<file path="src/hw/rtl/bfbp_pkg.sv">
// bfbp_pkg: shared types and field widths for the best-fit buffer pool.
// No dependencies; imported by best_fit_buffer_pool.
package bfbp_pkg;

    localparam int unsigned SLOTS_DEF  = 16;
    localparam int unsigned BYTES_W    = 24;   // request / capacity / used sizes
    localparam int unsigned ID_W       = 16;
    localparam int unsigned ALLOC_W    = 25;
    localparam int unsigned FREE_W     = 7;
    localparam int unsigned QCNT_W     = 16;
    localparam int unsigned QBYTES_W   = 32;
    localparam int unsigned S_TDATA_W  = 88;
    localparam int unsigned M_TDATA_W  = 112;
    localparam int unsigned M_TUSER_W  = 2;

    typedef enum logic {
        CMD_GET     = 1'b0,
        CMD_RECYCLE = 1'b1
    } t_cmd;

    typedef enum logic [1:0] {
        ST_IDLE,
        ST_SCAN,
        ST_DRAIN,
        ST_COMMIT
    } t_state;

endpackage

</file>
<file path="src/hw/rtl/best_fit_buffer_pool.sv">
// best_fit_buffer_pool: best-fit free-buffer pool with a one-slot-per-cycle scan.
// Depends on bfbp_pkg (widths, command codes, sequencer states).
//
// Usage:
//   Slave channel (i_s_*) takes one command word: a get (tuser = 0) asks for a
//   buffer of req_bytes; a recycle (tuser = 1) returns buffer buf_id.
//   Master channel (o_m_*) gives exactly one result word per command: hit or
//   miss with the reused id or the size to allocate, the dropped buffer on a
//   full-pool recycle, and the free / queued counters after the command.
// Timing:
//   After a word is accepted the sequencer reads the slot memory one entry per
//   cycle, a drain state compares the last entry, and a commit state updates the
//   pool and loads the output register, waiting until that register is free.
//   The scan is serial because of the single read port of the slot memory and
//   the shared comparator; a new command is taken only after the commit.
//   o_s_tready is high only while the sequencer is idle.
// Stall:
//   The result waits in the output register; the next command can be taken and
//   scanned meanwhile, and only its commit waits for the register to empty.
// Reset:
//   Synchronous, active low. Empties the pool (valid bits), zeroes the counters
//   and drops any pending result. Slot ids and capacities need no clearing.
module best_fit_buffer_pool
    import bfbp_pkg::*;
#(
    parameter int unsigned SLOTS = SLOTS_DEF   // 1 .. 64
) (
    input  logic                   i_clk,
    input  logic                   i_rst_n,
    input  logic                   i_s_tvalid,
    output logic                   o_s_tready,
    // [23:0] req_bytes, [39:24] buf_id, [63:40] buf_capacity, [87:64] buf_used_bytes
    input  logic [S_TDATA_W-1:0]   i_s_tdata,
    // [0] cmd
    input  logic                   i_s_tuser,
    output logic                   o_m_tvalid,
    input  logic                   i_m_tready,
    // [15:0] out_id, [40:16] alloc_bytes, [56:41] dropped_id, [63:57] free_count,
    // [79:64] queued_count, [111:80] queued_bytes
    output logic [M_TDATA_W-1:0]   o_m_tdata,
    // [0] hit, [1] dropped
    output logic [M_TUSER_W-1:0]   o_m_tuser
);

    localparam int unsigned IW = (SLOTS > 1) ? $clog2(SLOTS) : 1;
    localparam logic [IW-1:0] LAST_IDX = IW'(SLOTS - 1);

    // Slot memory: id and capacity, one write and one registered read port.
    logic [ID_W-1:0]    r_mem_id  [SLOTS];
    logic [BYTES_W-1:0] r_mem_cap [SLOTS];
    logic [SLOTS-1:0]   r_valid;

    t_state r_state, n_state;

    // Captured command
    t_cmd               r_cmd;
    logic [BYTES_W-1:0] r_req;
    logic [ID_W-1:0]    r_bid;
    logic [BYTES_W-1:0] r_bcap;
    logic [BYTES_W-1:0] r_bused;

    // Scan address and read stage
    logic [IW-1:0]      r_idx;
    logic [IW-1:0]      r_rd_idx;
    logic               r_rd_go;
    logic [ID_W-1:0]    r_rd_id;
    logic [BYTES_W-1:0] r_rd_cap;

    // Scan results
    logic               r_best_found;
    logic [IW-1:0]      r_best_idx;
    logic [BYTES_W-1:0] r_best_cap;
    logic [ID_W-1:0]    r_best_id;
    logic               r_empty_found;
    logic [IW-1:0]      r_empty_idx;

    // Pool counters
    logic [FREE_W-1:0]   r_free;
    logic [QCNT_W-1:0]   r_qcnt;
    logic [QBYTES_W-1:0] r_qbytes;

    // Output register
    logic                r_m_valid;
    logic                r_o_hit;
    logic [ID_W-1:0]     r_o_id;
    logic [ALLOC_W-1:0]  r_o_alloc;
    logic                r_o_drop;
    logic [ID_W-1:0]     r_o_did;

    logic s_acc;
    logic out_free;
    logic do_commit;
    logic rd_en;
    logic slot_v;
    logic fits;
    logic better;

    assign s_acc     = i_s_tvalid && o_s_tready;
    assign out_free  = !r_m_valid || i_m_tready;
    assign o_s_tready = (r_state == ST_IDLE);

    // Sequencer
    always_comb begin
        n_state   = r_state;
        rd_en     = 1'b0;
        do_commit = 1'b0;
        unique case (r_state)
            ST_IDLE: begin
                if (i_s_tvalid) begin
                    n_state = ST_SCAN;
                end
            end
            ST_SCAN: begin
                rd_en = 1'b1;
                if (r_idx == LAST_IDX) begin
                    n_state = ST_DRAIN;
                end
            end
            ST_DRAIN: begin
                n_state = ST_COMMIT;
            end
            ST_COMMIT: begin
                if (out_free) begin
                    do_commit = 1'b1;
                    n_state   = ST_IDLE;
                end
            end
            default: n_state = ST_IDLE;
        endcase
    end

    always_ff @(posedge i_clk) begin
        if (!i_rst_n) begin
            r_state <= ST_IDLE;
        end else begin
            r_state <= n_state;
        end
    end

    // Shared comparator: one slot per cycle
    assign slot_v = r_valid[r_rd_idx];
    assign fits   = (r_cmd == CMD_RECYCLE) || (r_rd_cap >= r_req);
    assign better = !r_best_found || (r_rd_cap < r_best_cap);

    // Memory read port and scan address
    always_ff @(posedge i_clk) begin
        if (rd_en) begin
            r_rd_id  <= r_mem_id[r_idx];
            r_rd_cap <= r_mem_cap[r_idx];
        end
        r_rd_idx <= r_idx;
        if (s_acc) begin
            r_idx <= '0;
        end else if (rd_en && r_idx != LAST_IDX) begin
            r_idx <= r_idx + 1'b1;
        end
    end

    always_ff @(posedge i_clk) begin
        if (!i_rst_n) begin
            r_rd_go <= 1'b0;
        end else begin
            r_rd_go <= rd_en;
        end
    end

    // Command capture and scan trackers
    always_ff @(posedge i_clk) begin
        if (s_acc) begin
            r_cmd         <= t_cmd'(i_s_tuser);
            r_req         <= i_s_tdata[23:0];
            r_bid         <= i_s_tdata[39:24];
            r_bcap        <= i_s_tdata[63:40];
            r_bused       <= i_s_tdata[87:64];
            r_best_found  <= 1'b0;
            r_empty_found <= 1'b0;
        end else if (r_rd_go) begin
            if (slot_v && fits && better) begin
                r_best_found <= 1'b1;
                r_best_idx   <= r_rd_idx;
                r_best_cap   <= r_rd_cap;
                r_best_id    <= r_rd_id;
            end
            if (!slot_v && !r_empty_found) begin
                r_empty_found <= 1'b1;
                r_empty_idx   <= r_rd_idx;
            end
        end
    end

    // Commit: memory write and result payload
    always_ff @(posedge i_clk) begin
        if (do_commit) begin
            r_o_hit   <= 1'b0;
            r_o_id    <= '0;
            r_o_alloc <= '0;
            r_o_drop  <= 1'b0;
            r_o_did   <= '0;
            if (r_cmd == CMD_GET) begin
                if (r_best_found) begin
                    r_o_hit <= 1'b1;
                    r_o_id  <= r_best_id;
                end else begin
                    r_o_alloc <= {r_req, 1'b0};
                end
            end else if (r_empty_found) begin
                r_mem_id[r_empty_idx]  <= r_bid;
                r_mem_cap[r_empty_idx] <= r_bcap;
            end else if (r_best_found) begin
                r_o_drop <= 1'b1;
                if (r_bcap > r_best_cap) begin
                    r_o_did               <= r_best_id;
                    r_mem_id[r_best_idx]  <= r_bid;
                    r_mem_cap[r_best_idx] <= r_bcap;
                end else begin
                    r_o_did <= r_bid;
                end
            end
        end
    end

    // Control state: valid bits, counters, output valid
    always_ff @(posedge i_clk) begin
        if (!i_rst_n) begin
            r_valid   <= '0;
            r_free    <= '0;
            r_qcnt    <= '0;
            r_qbytes  <= '0;
            r_m_valid <= 1'b0;
        end else begin
            if (i_m_tready) begin
                r_m_valid <= 1'b0;
            end
            if (do_commit) begin
                r_m_valid <= 1'b1;
                if (r_cmd == CMD_GET) begin
                    r_qcnt   <= r_qcnt + 1'b1;
                    r_qbytes <= r_qbytes + QBYTES_W'(r_req);
                    if (r_best_found) begin
                        r_valid[r_best_idx] <= 1'b0;
                        r_free              <= r_free - 1'b1;
                    end
                end else begin
                    r_qcnt   <= r_qcnt - 1'b1;
                    r_qbytes <= r_qbytes - QBYTES_W'(r_bused);
                    if (r_empty_found) begin
                        r_valid[r_empty_idx] <= 1'b1;
                        r_free               <= r_free + 1'b1;
                    end
                end
            end
        end
    end

    assign o_m_tvalid = r_m_valid;
    assign o_m_tuser  = {r_o_drop, r_o_hit};
    assign o_m_tdata  = {r_qbytes, r_qcnt, r_free, r_o_did, r_o_alloc, r_o_id};

endmodule

</file>
<file path="config.mk">
export PLATFORM = sky130hd
export DESIGN_NAME = best_fit_buffer_pool
export DESIGN_NICKNAME = d
export VERILOG_FILES = /design/src/hw/rtl/bfbp_pkg.sv /design/src/hw/rtl/best_fit_buffer_pool.sv
export SDC_FILE = /design/constraint.sdc
export NUM_CORES = 1
export LEC_CHECK = 0
export BUFFER_PORTS_ARGS = -buffer_cell sky130_fd_sc_hd__buf_2
export CAP_MARGIN = 30
export CORE_MARGIN = 8
export CORE_UTILIZATION = 30
export CTS_CLUSTER_DIAMETER = 30
export DETAILED_ROUTE_END_ITERATION = 10
export GPL_TIMING_DRIVEN = 0
export PLACE_DENSITY = 0.42
export SYNTH_ARGS = -nofsm -noshare
export SYNTH_HDL_FRONTEND = slang
export SYNTH_SLANG_ARGS = --single-unit
</file>
<file path="constraint.sdc">
create_clock -name i_clk -period 8.3 [get_ports i_clk]
set_input_delay 1.66 -clock i_clk [delete_from_list [all_inputs] [get_ports i_clk]]
set_output_delay 1.66 -clock i_clk [all_outputs]
set_load 0.02 [all_outputs]
</file>
Word level (Yosys, flattened, before mapping)
Memories as Yosys holds them, arrays and structs flattened. A register that Yosys moved wholly into a read port is not among the register bits.
Index checks and enable logic that the tools add are counted.
{"block": "totals", "reg_bits": 281, "latchBits": 0, "ram_bits": 640, "rom_bits": 0, "memories": 2}
{"block": "op_classes", "add_sub_neg": 7, "multipliers": 0, "div_mod_pow": 0, "order_cmp": 8, "eq_ne": 9, "n_shift": 0, "mux": 41, "bitwise_logic": 6, "reduce_logical": 29}
{"name": "r_mem_cap", "words": 16, "word_bits": 24, "read_ports": 1, "rd_ports_with_merged_regs": 1, "wr": 1, "line_no": "best_fit_buffer_pool.sv:50", "source": "logic [BYTES_W-1:0] r_mem_cap [SLOTS];"}
{"name": "r_mem_id", "words": 16, "word_bits": 16, "read_ports": 1, "rd_ports_with_merged_regs": 1, "wr": 1, "line_no": "best_fit_buffer_pool.sv:49", "source": "logic [ID_W-1:0] r_mem_id [SLOTS];"}
{"op": "two-way mux 16 bit", "n": 6}
{"op": "adder 32 x 24 -> 32 bit", "n": 1}
{"op": "two-way mux 32 bit", "n": 1}
{"op": "subtractor 32 x 24 -> 32 bit", "n": 1}
{"op": ">= comparator 24 bit", "n": 1}
{"op": "greater-than comparator 24 bit", "n": 1}
{"op": "< comparator 24 bit", "n": 1}
{"op": "two-way mux 24 bit", "n": 1}
{"op": "OR reduction 24 bit", "n": 1}
{"op": "two-way mux 1 bit", "n": 21}
{"op": "two-way mux 7 bit", "n": 3}
{"op": "adder 16 x 1 -> 16 bit (second input constant)", "n": 1}
{"op": "AND 16 bit", "n": 1}
{"op": "inverter 16 bit", "n": 1}
{"op": "bitwise OR 16 bit", "n": 1}
{"op": "OR reduction 16 bit", "n": 1}
{"op": "subtractor 16 x 1 -> 16 bit (second input constant)", "n": 1}
{"op": "< comparator 4 x 5 -> 1 bit (second input constant)", "n": 3}
{"op": "AND reduction 3 bit", "n": 4}
{"op": "demux 1 bit (select 4 bit)", "n": 2}
{"op": ">= comparator 4 x 1 -> 1 bit (second input constant)", "n": 2}
{"op": "two-way mux 4 bit", "n": 2}
{"op": "case mux 2 bit (4 select lines)", "n": 1}
{"op": "adder 7 x 1 -> 7 bit (second input constant)", "n": 1}
{"op": "19 further kinds", "n": 41}

Logic depth before layout (Yosys ltp)
Gate-level depths: netlist (run 1).
{"block": "depth", "depth_word": 9, "ltp_mapped": 19, "mapped_depth_nobuf": 18}

Least setup slack after synthesis (run 1)
OpenSTA, ideal clock, no wires.
{"block": "synth_timing", "path_kind": "in2reg", "start": "in i_m_tready", "end": "mem r_mem_cap[15][0] (enable)", "setup_ns": 0.548, "arrival_ns": 6.514, "required_time_ns": 7.752, "slack_ns": 1.238, "path_stages": 6, "path_cell_list": "nor2b_1 -> nand2b_1 -> inv_1 -> nand2_1 -> clkbuf_1 -> o41ai_1"}
{"block": "synth_between", "elab_chain_cells": 7, "elab_cells_between_ends": 10}
{"item": "from (decl)", "line_no": "best_fit_buffer_pool.sv:37", "source": "input logic i_m_tready,"}
{"item": "logical OR 1 bit *", "line_no": "best_fit_buffer_pool.sv:99", "source": "assign out_free = !r_m_valid || i_m_tready;"}
{"item": "two-way mux 1 bit *", "line_no": "best_fit_buffer_pool.sv:123", "source": "if (out_free) begin"}
{"item": "two-way mux 1 bit *", "line_no": "best_fit_buffer_pool.sv:107", "source": "unique case (r_state)"}
{"item": "two-way mux 1 bit", "line_no": "best_fit_buffer_pool.sv:193", "source": "if (do_commit) begin"}
{"item": "two-way mux 1 bit (implied by the code)", "line_no": "best_fit_buffer_pool.sv:214", "source": "r_mem_cap[r_best_idx] <= r_bcap;"}
{"item": "OR reduction 24 bit (no line)"}
{"item": "two-way mux 4 bit (no line) or two-way mux 1 bit (tied branches)"}
{"item": "to (decl)", "line_no": "best_fit_buffer_pool.sv:50"}
Every way passes the cells marked *; elsewhere a longest branch is shown, timed or not.

Final worst setup path (run 1)
{"block": "layout_timing", "start": "reg r_cmd", "end": "reg r_qbytes[31]"}
{"block": "layout_between", "elab_chain_cells": 1}
{"item": "from (decl)", "line_no": "best_fit_buffer_pool.sv:56", "source": "t_cmd r_cmd;"}
{"item": "from (signal assigned)", "line_no": "best_fit_buffer_pool.sv:170", "source": "r_cmd <= t_cmd'(i_s_tuser);"}
{"item": "two-way mux 32 bit", "line_no": "best_fit_buffer_pool.sv:236", "source": "if (r_cmd == CMD_GET) begin"}
{"item": "to (signal assigned)", "line_no": "best_fit_buffer_pool.sv:238", "source": "r_qbytes <= r_qbytes + QBYTES_W'(r_req);"}
{"item": "to (signal assigned)", "line_no": "best_fit_buffer_pool.sv:245", "source": "r_qbytes <= r_qbytes - QBYTES_W'(r_bused);"}
{"item": "to (decl)", "line_no": "best_fit_buffer_pool.sv:80", "source": "logic [QBYTES_W-1:0] r_qbytes;"}
Every way passes these cells.
A chain may end at the register's enable or synchronous reset.

==> results of run 1 <==
layout by cell type (no fill, tap or decap), types with 15 or more instances in the layout:
cell type   count
a21o_1         47
a21oi_1       107
and2_1         21
buf_2         221
buf_4         140
buf_6          24
buf_8          17
bufinv_16      40
clkbuf_1       87
clkbuf_16     234
clkbuf_8       17
clkinv_1       28
clkinv_2       40
clkinvlp_4     30
dfxtp_1        85
edfxtp_1      875
ha_1          126
inv_1          74
mux2i_1        31
mux4_2        205
nand2_1       140
nand2b_1       15
nand3_1        35
nand4_1        25
nor2_1         83
nor3_1         45
o21ai_0        52
o41ai_2        16
xnor2_1        43
worst min path at each step:
stage / start / endpoint / slack [ns]
global route: r_idx[3] / r_rd_idx[3] / 0.35
finish: r_idx[2] / r_rd_idx[2] / 0.35
CTS: r_idx[2] / r_rd_idx[2] / 0.35
floorplan: r_idx[2] / r_rd_idx[2] / 0.33
detailed placement: r_idx[2] / r_rd_idx[2] / 0.34
global placement: r_idx[2] / r_rd_idx[2] / 0.34
report_power, final:
part / switching, W / leakage [nW] / internal (W)
Sequential: 0.000412 / 8.63 / 0.00583
Clock: 0.00294 / 4.02 / 0.00654
Combinational: 0.00157 / 6.65 / 0.00114
layout make-up:
cell class	instances	area (sq um)
Multi-Input combinational cell	1178	11400
Fill cell	12100	79400
Inverter	75	287
Sequential cell	960	28000
Clock inverter	170	2250
Buffer	103	435
Clock buffer	270	6160
Antenna cell	1	2.50
Tap cell	1768	2210
Timing Repair Buffer	385	2660
metal layers:
metal	vias to the layer above	part of all wire, %	track usage, %
met5	-	0	0
met2	697	49	27.2
met3	175	5.2	3.80
li1	10600	-	-
met1	12200	43	20.6
met4	0	2.0	4.65
per-stage QoR:
| step | utilization, % | TNS, ns |
|---|---|---|
| 2_1_floorplan | - | 0 |
| 3_3_place_gp | 32.5 | -4093.00 |
| 3_5_place_dp | 33.8 | 0 |
| 4_1_cts | 40.2 | 0 |
| 5_1_grt | 40.2 | 0 |
| 6_report | 40.2 | 0 |
cells by family (layout without fill, tap and decap cells):
family / count (synthesis) / after routing / share of synthesized area (%)
flops: 960 / 960 / 70.0
simple gates: 423 / 423 / 5.11
compound gates: 330 / 330 / 5.34
mux: 237 / 237 / 12.4
buf+inv: 178 / 1003 / 1.79
fa+ha+maj: 130 / 130 / 4.13
xor+xnor: 57 / 57 / 1.25
other cells: 1 / 2 / 0.00938
state kept, by name (all words and copies together), names as in the netlist, 2 cells and up:
name	flops
r_mem_cap	384
r_valid	16
r_bused	24
r_idx	4
r_free	7
r_o_alloc	24
r_bcap	24
r_req	24
r_bid	16
r_state	2
r_best_idx	4
r_best_id	16
r_rd_idx	4
r_qcnt	16
r_rd_id	16
r_rd_cap	24
r_best_cap	24
r_o_did	16
r_empty_idx	4
r_qbytes	32
r_mem_id	256
r_o_id	16
worst max-delay path, stage by stage, from the launching register on:
cell      delay [ns]
edfxtp_1        0.84
clkbuf_1        0.61
buf_1           0.46
clkbuf_1        0.57
a21oi_1         0.17
ha_1            0.31
clkbuf_1        0.27
a21oi_1         0.15
o21ai_0         0.30
nand2b_1        0.11
o311ai_1        0.13
nand2_1         0.19
a41oi_1         0.30
mux2i_1         0.34
mux2i_1         0.22
==> results_dict.tcl, run 1 <==
set metrics [dict create \
    cts_tree "built" \
    yosysUniqueCellTypes 76 \
    p_per_area_nw_per_um2 345 \
    rows 134 \
    antenna_found_initial 1 \
    die_area_sq_um 145000 \
    r2r_slack_ns 3.25 \
    rsz0062_at_grt "no" \
    period_minus_slack_ns 5.05 \
    pre_cts_slack_ns 3.09 \
    yosysSeqAreaShare_pct 70.0 \
    io_buffers 206 \
    synth_top_area_share_pct 65.8 \
    drive_gt1_share_pct 33.5 \
    period_share_pct 60.9 \
    grt-ovfl-total 0 \
    r2r_end "r_qbytes[31]" \
    startpoint "r_cmd" \
    ctsHoldBuffers 0 \
    wl_per_cell_microns 24.2 \
    fp.dieW_microns 381 \
    grt_max_degree 59 \
    drc 0 \
    peakVddDrop_mv 0.186 \
    synth_top_area_cell "edfxtp_1" \
    worst_slack_ns 3.25 \
    cts_root_buf "clkbuf_16" \
    hold_viol 0 \
    final_cells 4910 \
    cap_viol_max_count 0 \
    crit_type "reg2reg" \
    synth-edff-count 875 \
    synthCells 2316 \
    syn_area_sq_um 40000 \
    finalWirelength_microns 119000 \
    cts_resized 0 \
    grt_pass1_wl_microns 172000 \
    ioPinCount 209 \
    grt_pass1_vias 25400 \
    end_kind "register" \
    ys_ff_latch 960 \
    gp_congestion 0.856 \
    grt_usage_pct 16.1 \
    clk_pin_slew_worst_paths_ns 0.05 \
    dp.cells 4465 \
    synth.most_common_cell "edfxtp_1" \
    p_leak_nw 19.3 \
    yosysWarnings 0 \
    crit_required_ns 9.03 \
    synth_common_cells "edfxtp_1, mux4_2, nand2_1" \
    status "finished clean" \
    post-dp-hpwl_microns 87200 \
    drtIter0Drc 1848 \
    hp-class "reg2reg" \
    core_area_sq_um 133000 \
    rr_worst_depth 14 \
    relSlewSlack_pct 32.0 \
    clock_latency_ns 0.84 \
    clock-sinks 960 \
    syn_nets 2539 \
    post_cts_buffers 0 \
    setup.worst_path.start_class "register" \
    fin_total_pwr_w 0.0184 \
    fin_nets 3158 \
    worstPathArrival_ns 5.79 \
    post_dp_cell_area_sq_um 44900 \
    finalMaxSlewViolations 0 \
    synthFlopType "edfxtp_1" \
    crit_fanout 17 \
    synthArstFlopShare_pct 0 \
    htreeDepth 4 \
    syn_avg_cell_area_sq_um 17.3 \
    hold_depth 0 \
    final_area_sq_um 53400 \
    ant_nets 0 \
    via_per_inst 4.81 \
    tightest_slew_ns 1.01 \
    initial_core_util_pct 30.1 \
    finalClockSkew_ns 0.0569 \
    cts.path.max_buffers 3 \
    endpoint "r_qbytes[31]" \
    setup_viol 0 \
    drt-pass1-iter-count 5 \
    cts_buffers 232 \
    num_vias 23600 \
    area_delta_synth_final_pct 33.6 \
    die_y_microns 381 \
    fin_hold_ws_ns 0.349 \
    timing.rr.start "r_cmd" \
    fmax_mhz 198 \
    yosys-top-cells-area "edfxtp_1, mux4_2, dfxtp_1, ha_1, a21oi_1" \
]
Note: power is estimated with default switching activity, not from simulation.
==> inputs of run 2 (changes only) <==
==> constraint.sdc (replaced) <==
create_clock -name i_clk -period 4.9 [get_ports i_clk]
set_input_delay 0.98 -clock i_clk [delete_from_list [all_inputs] [get_ports i_clk]]
set_output_delay 0.98 -clock i_clk [all_outputs]
set_load 0.02 [all_outputs]
==> results_dict.tcl, run 2 (same netlist as run 1, synthesis figures left out) <==
set metrics [dict create \
    status "finished clean" \
    area_delta_synth_final_pct 34.9 \
    cap_viol_max_count 0 \
    core_area_sq_um 133000 \
    htreeDepth 5 \
    crit_required_ns 5.46 \
    finalClockSkew_ns 0.0841 \
    antenna_cells 0 \
    num_vias 24000 \
    rr_worst_depth 14 \
    grt-ovfl-total 0 \
    ant_nets 0 \
    cts_root_buf "clkbuf_16" \
    multiInputGateArea_sq_um 11500 \
    relSlewSlack_pct 33.0 \
    cts_buffers 274 \
    cts.path.max_buffers 4 \
    ctsHoldBuffers 0 \
    crit_fanout 17 \
    period_minus_slack_ns 4.72 \
    grt_pass1_vias 26000 \
    gp_congestion 0.851 \
    grt_pass1_wl_microns 180000 \
    finalMaxSlewViolations 0 \
    r2r_end "r_mem_cap[8][16]" \
    r2r_slack_ns 0.18 \
    io_buffers 206 \
    post_dp_cell_area_sq_um 45000 \
    regMostFlops "r_mem_cap" \
    startpoint "r_bcap[17]" \
    timing.rr.start "r_bcap[17]" \
    setup_viol 0 \
    fin_nets 3189 \
    p_leak_nw 19.6 \
    finalWirelength_microns 125000 \
    peakVddDrop_mv 0.315 \
    ioPinCount 209 \
    fin_hold_ws_ns 0.302 \
    setup.worst_path.start_class "register" \
    wl_per_cell_microns 25.3 \
    fp.dieW_microns 381 \
    reg_top3 "r_mem_cap x384, r_mem_id x256, r_qbytes x32" \
    endpoint "r_mem_cap[8][16]" \
    fmax_mhz 212 \
    mostFrequentLayoutCells "edfxtp_1, clkbuf_16, buf_2" \
    rsz0062_at_grt "no" \
    cts_tree "built" \
    drc 0 \
    crit_type "reg2reg" \
    ff_latch_area_sq_um 28000 \
    post-dp-hpwl_microns 89000 \
    initial_core_util_pct 30.1 \
    drt-pass1-iter-count 8 \
    worstPathArrival_ns 5.28 \
    end_kind "register" \
    grt_usage_pct 16.8 \
    via_per_inst 4.88 \
    clock-sinks 960 \
    fill_cells 12200 \
    layout_commonest_cell "edfxtp_1" \
    rows 134 \
    period_share_pct 96.4 \
    antenna_found_initial 1 \
    p_per_area_nw_per_um2 595 \
    grt_max_degree 56 \
    hold_viol 0 \
    final_area_sq_um 53900 \
    hp-class "in2reg" \
    drtIter0Drc 1533 \
    largest_reg_flops 384 \
    clock_latency_ns 0.86 \
    tns_ns 0 \
    clk_pin_slew_worst_paths_ns 0.04 \
    die_y_microns 381 \
    drive_gt1_share_pct 33.4 \
    tightest_slew_ns 1.00 \
    die_area_sq_um 145000 \
]
==> run 2: cell types whose count changed in the layout (fill, tap and decap cells not counted), sizes merged <==
| cell | before | now |
|---|---|---|
| inv | 87 | 78 |
| clkinv | 88 | 82 |
| clkbuf | 338 | 396 |
| bufinv | 40 | 30 |
| buf | 420 | 410 |
| clkinvlp | 30 | 23 |
| diode | 1 | 0 |
==> run 2: worst max-delay path, cell delays in order (launching register included) <==
cell,delay [ns]
edfxtp_1,0.63
ha_1,0.43
a21o_1,0.11
a21oi_1,0.06
o21bai_1,0.12
a21oi_1,0.09
o21ai_1,0.49
o22ai_1,0.19
o21bai_4,0.29
buf_2,0.29
o41ai_2,0.88
buf_4,0.29
buf_4,0.19
buf_4,0.19
buf_4,0.19
==> run 2: layout make-up <==
class / instances / share of cell area [%]
sequential: 960 / 51.9
multi-input combinational: 1178 / 21.4
clock buffer: 329 / 13.4
timing repair buffer: 375 / 4.98
tap: 1768 / 4.10
clock inverter: 138 / 2.83
buffer: 102 / 0.806
inverter: 75 / 0.532
==> run 2: repair_timing <==
action / CTS / global route
pin swaps: 0 / 0
buffers inserted: 3 / 1
gates resized for setup: 8 / 11
setup endpoints to repair: 20 / 2
==> run 2: layer usage <==
layer	wire length [microns]	GRT usage (%)
met2	62100	28.7
met1	53600	21.4
met5	0	0
met3	5720	3.50
met4	3420	5.59
==> run 2: through the flow <==
step | power, W | utilization (%) | std cells | setup WS (ns)
after floorplan | 0.0134 | - | 2316 | -1.77
after global placement | 0.0152 | 32.6 | 4290 | -9.34
after detailed placement | 0.0155 | 33.9 | 4451 | -0.547
after CTS | 0.0325 | 40.5 | 4921 | 0.00166
after global routing | 0.0333 | 40.6 | 4925 | 0.00543
final | 0.0321 | 40.6 | 4925 | 0.178
==> run 2: worst min path at each step <==
stage | slack [ns] | to | from | depth (start not counted)
finish | 0.30 | r_bid[3] | i_s_tdata[27] | 1
global route | 0.25 | r_bid[3] | i_s_tdata[27] | 1
CTS | 0.22 | r_bcap[20] | i_s_tdata[60] | 1
detailed placement | 0.37 | r_rd_idx[0] | r_idx[0] | 0
global placement | 0.37 | r_rd_idx[0] | r_idx[0] | 0
floorplan | 0.33 | r_rd_idx[2] | r_idx[2] | 0
==> run 2: power breakdown <==
group	internal, W	switching, W
Combinational	0.00196	0.00277
Clock	0.0119	0.00489
Sequential	0.00989	0.000677
==> inputs of run 3 (changes only) <==
--- a/config.mk
+++ b/config.mk
@@ -13,6 +13,7 @@
 export DETAILED_ROUTE_END_ITERATION = 10
 export GPL_TIMING_DRIVEN = 0
 export PLACE_DENSITY = 0.42
+export REMOVE_ABC_BUFFERS = 1
 export SYNTH_ARGS = -nofsm -noshare
 export SYNTH_HDL_FRONTEND = slang
 export SYNTH_SLANG_ARGS = --single-unit
==> results_dict.tcl, run 3 (same netlist as run 1, synthesis figures left out) <==
set metrics [dict create \
    finalClockSkew_ns 0.0713 \
    core_area_sq_um 133000 \
    fp.dieW_microns 381 \
    timing.rr.start "r_bcap[17]" \
    min_to "r_bid[12]" \
    final_cells 4831 \
    crit_type "reg2reg" \
    rsz0062_at_grt "yes" \
    p_leak_nw 19.4 \
    reg_top3 "r_mem_cap x384, r_mem_id x256, r_qbytes x32" \
    r2r_slack_ns 0.08 \
    cts_buffers 237 \
    multiInputGateArea_sq_um 11500 \
    hold_depth 1 \
    setup_viol 0 \
    drtIter0Drc 1546 \
    grt_max_degree 83 \
    htreeDepth 4 \
    io_buffers 207 \
    drive_gt1_share_pct 35.0 \
    worstPathArrival_ns 5.32 \
    drc 0 \
    area_delta_synth_final_pct 34.1 \
    pwr-share-seq_pct 33.8 \
    ant_nets 0 \
    combPwrFrac_pct 13.5 \
    die_y_microns 381 \
    grt_usage_pct 15.5 \
    p_per_area_nw_per_um2 587 \
    cts_tree "built" \
    switching_share_pct 26.2 \
    regMostFlops "r_mem_cap" \
    crit_fanout 21 \
    peakVddDrop_mv 0.323 \
    fin_nets 3070 \
    gp_congestion 0.767 \
    fin_total_pwr_w 0.0315 \
    hp-class "in2reg" \
    post_cts_buffers 0 \
    period_minus_slack_ns 4.82 \
    initial_core_util_pct 30.1 \
    cts_root_buf "clkbuf_16" \
    ioPinCount 209 \
    hold_viol 0 \
    tns_ns 0 \
    final_area_sq_um 53600 \
    antenna_found_initial 2 \
    grt_pass1_wl_microns 168000 \
    r2r_end "r_mem_cap[11][5]" \
    post-dp-hpwl_microns 79300 \
    setup.worst_path.start_class "register" \
    p_int_w 0.0232 \
    drt-pass1-iter-count 7 \
    mostFrequentLayoutCells "edfxtp_1, clkbuf_16, buf_2" \
    post_dp_cell_area_sq_um 44800 \
    cts_resized 6 \
    ff_latch_area_sq_um 28000 \
    grt_pass1_vias 24900 \
    holdCritStartpoint "i_s_tdata[36]" \
    grt-ovfl-total 0 \
    num_vias 23100 \
    end_kind "register" \
    clock_latency_ns 0.82 \
    rr_worst_depth 13 \
    layout_commonest_cell "edfxtp_1" \
    finalMaxSlewViolations 0 \
    period_share_pct 98.3 \
    dp.cells 4376 \
    crit_required_ns 5.41 \
    tightest_slew_ns 1.12 \
    die_area_sq_um 145000 \
    p_sw_w 0.00823 \
    status "finished clean" \
    via_per_inst 4.78 \
    fin_hold_ws_ns 0.341 \
    relSlewSlack_pct 24.7 \
    clock-sinks 960 \
    ctsHoldBuffers 0 \
    p_clk_share_pct 52.7 \
    clk_pin_slew_worst_paths_ns 0.05 \
    fill_cells 12100 \
    rows 134 \
    finalWirelength_microns 114000 \
    fmax_mhz 208 \
    largest_reg_flops 384 \
    wl_per_cell_microns 23.6 \
    cts.path.max_buffers 3 \
    cap_viol_max_count 0 \
]
[run 3: cell type report]
class | instances | area share [%]
Antenna cell | 3 | 0.0140
Clock buffer | 260 | 11.3
Clock inverter | 192 | 4.88
Inverter | 75 | 0.544
Multi-Input combinational cell | 1178 | 21.5
Sequential cell | 960 | 52.2
Tap cell | 1768 | 4.13
Timing Repair Buffer | 395 | 5.41
[run 3: how the worst max path moves through the flow]
stage,end,cells past startpoint,start,slack [ns]
6_report,r_mem_cap[11][5],13,r_bcap[17],0.08
2_1_floorplan,r_mem_cap[0][0],5,i_m_tready,-4.73
4_1_cts,r_mem_id[15][4],16,r_bcap[17],0.0002
3_5_place_dp,r_mem_cap[15][0],14,i_m_tready,-0.80
3_3_place_gp,r_mem_cap[11][0],6,i_m_tready,-17.02
5_1_grt,r_mem_id[11][4],13,r_bcap[17],-0.02
[run 3: through the flow]
stage | utilization [%] | setup WS [ns]
final | 40.4 | 0.0838
after global routing | 40.3 | -0.0244
after CTS | 40.3 | 0.000242
after detailed placement | 33.7 | -0.797
after global placement | 32.2 | -17.02
after floorplan | - | -4.73
[run 3: worst max-delay path, stage by stage, from the launching register on]
cell      delay [ns]
edfxtp_1        0.66
ha_1            0.44
a21o_1          0.11
a21oi_1         0.05
o21bai_1        0.12
a21oi_1         0.08
o21ai_1         0.41
o22ai_1         0.16
o21bai_4        0.39
buf_12          0.30
o41ai_2         1.02
buf_4           0.34
buf_4           0.20
buf_4           0.19
[run 3: layer usage]
metal / up-vias / part of all wire, % / track usage (%)
met5: - / 0.011 / 0
met4: 2 / 3.0 / 5.60
met3: 221 / 4.8 / 3.65
met2: 629 / 47 / 25.0
met1: 11900 / 45 / 20.4
li1: 10400 / - / -
[run 3: power by group through the flow]
stage,logic (W),clock network (W),registers [W]
3_5_place_dp,0.00432,0,0.0108
4_1_cts,0.00434,0.0169,0.0106
3_3_place_gp,0.00410,0,0.0113
5_1_grt,0.00466,0.0173,0.0107
2_1_floorplan,0.00292,0,0.0108
6_report,0.00424,0.0166,0.0106
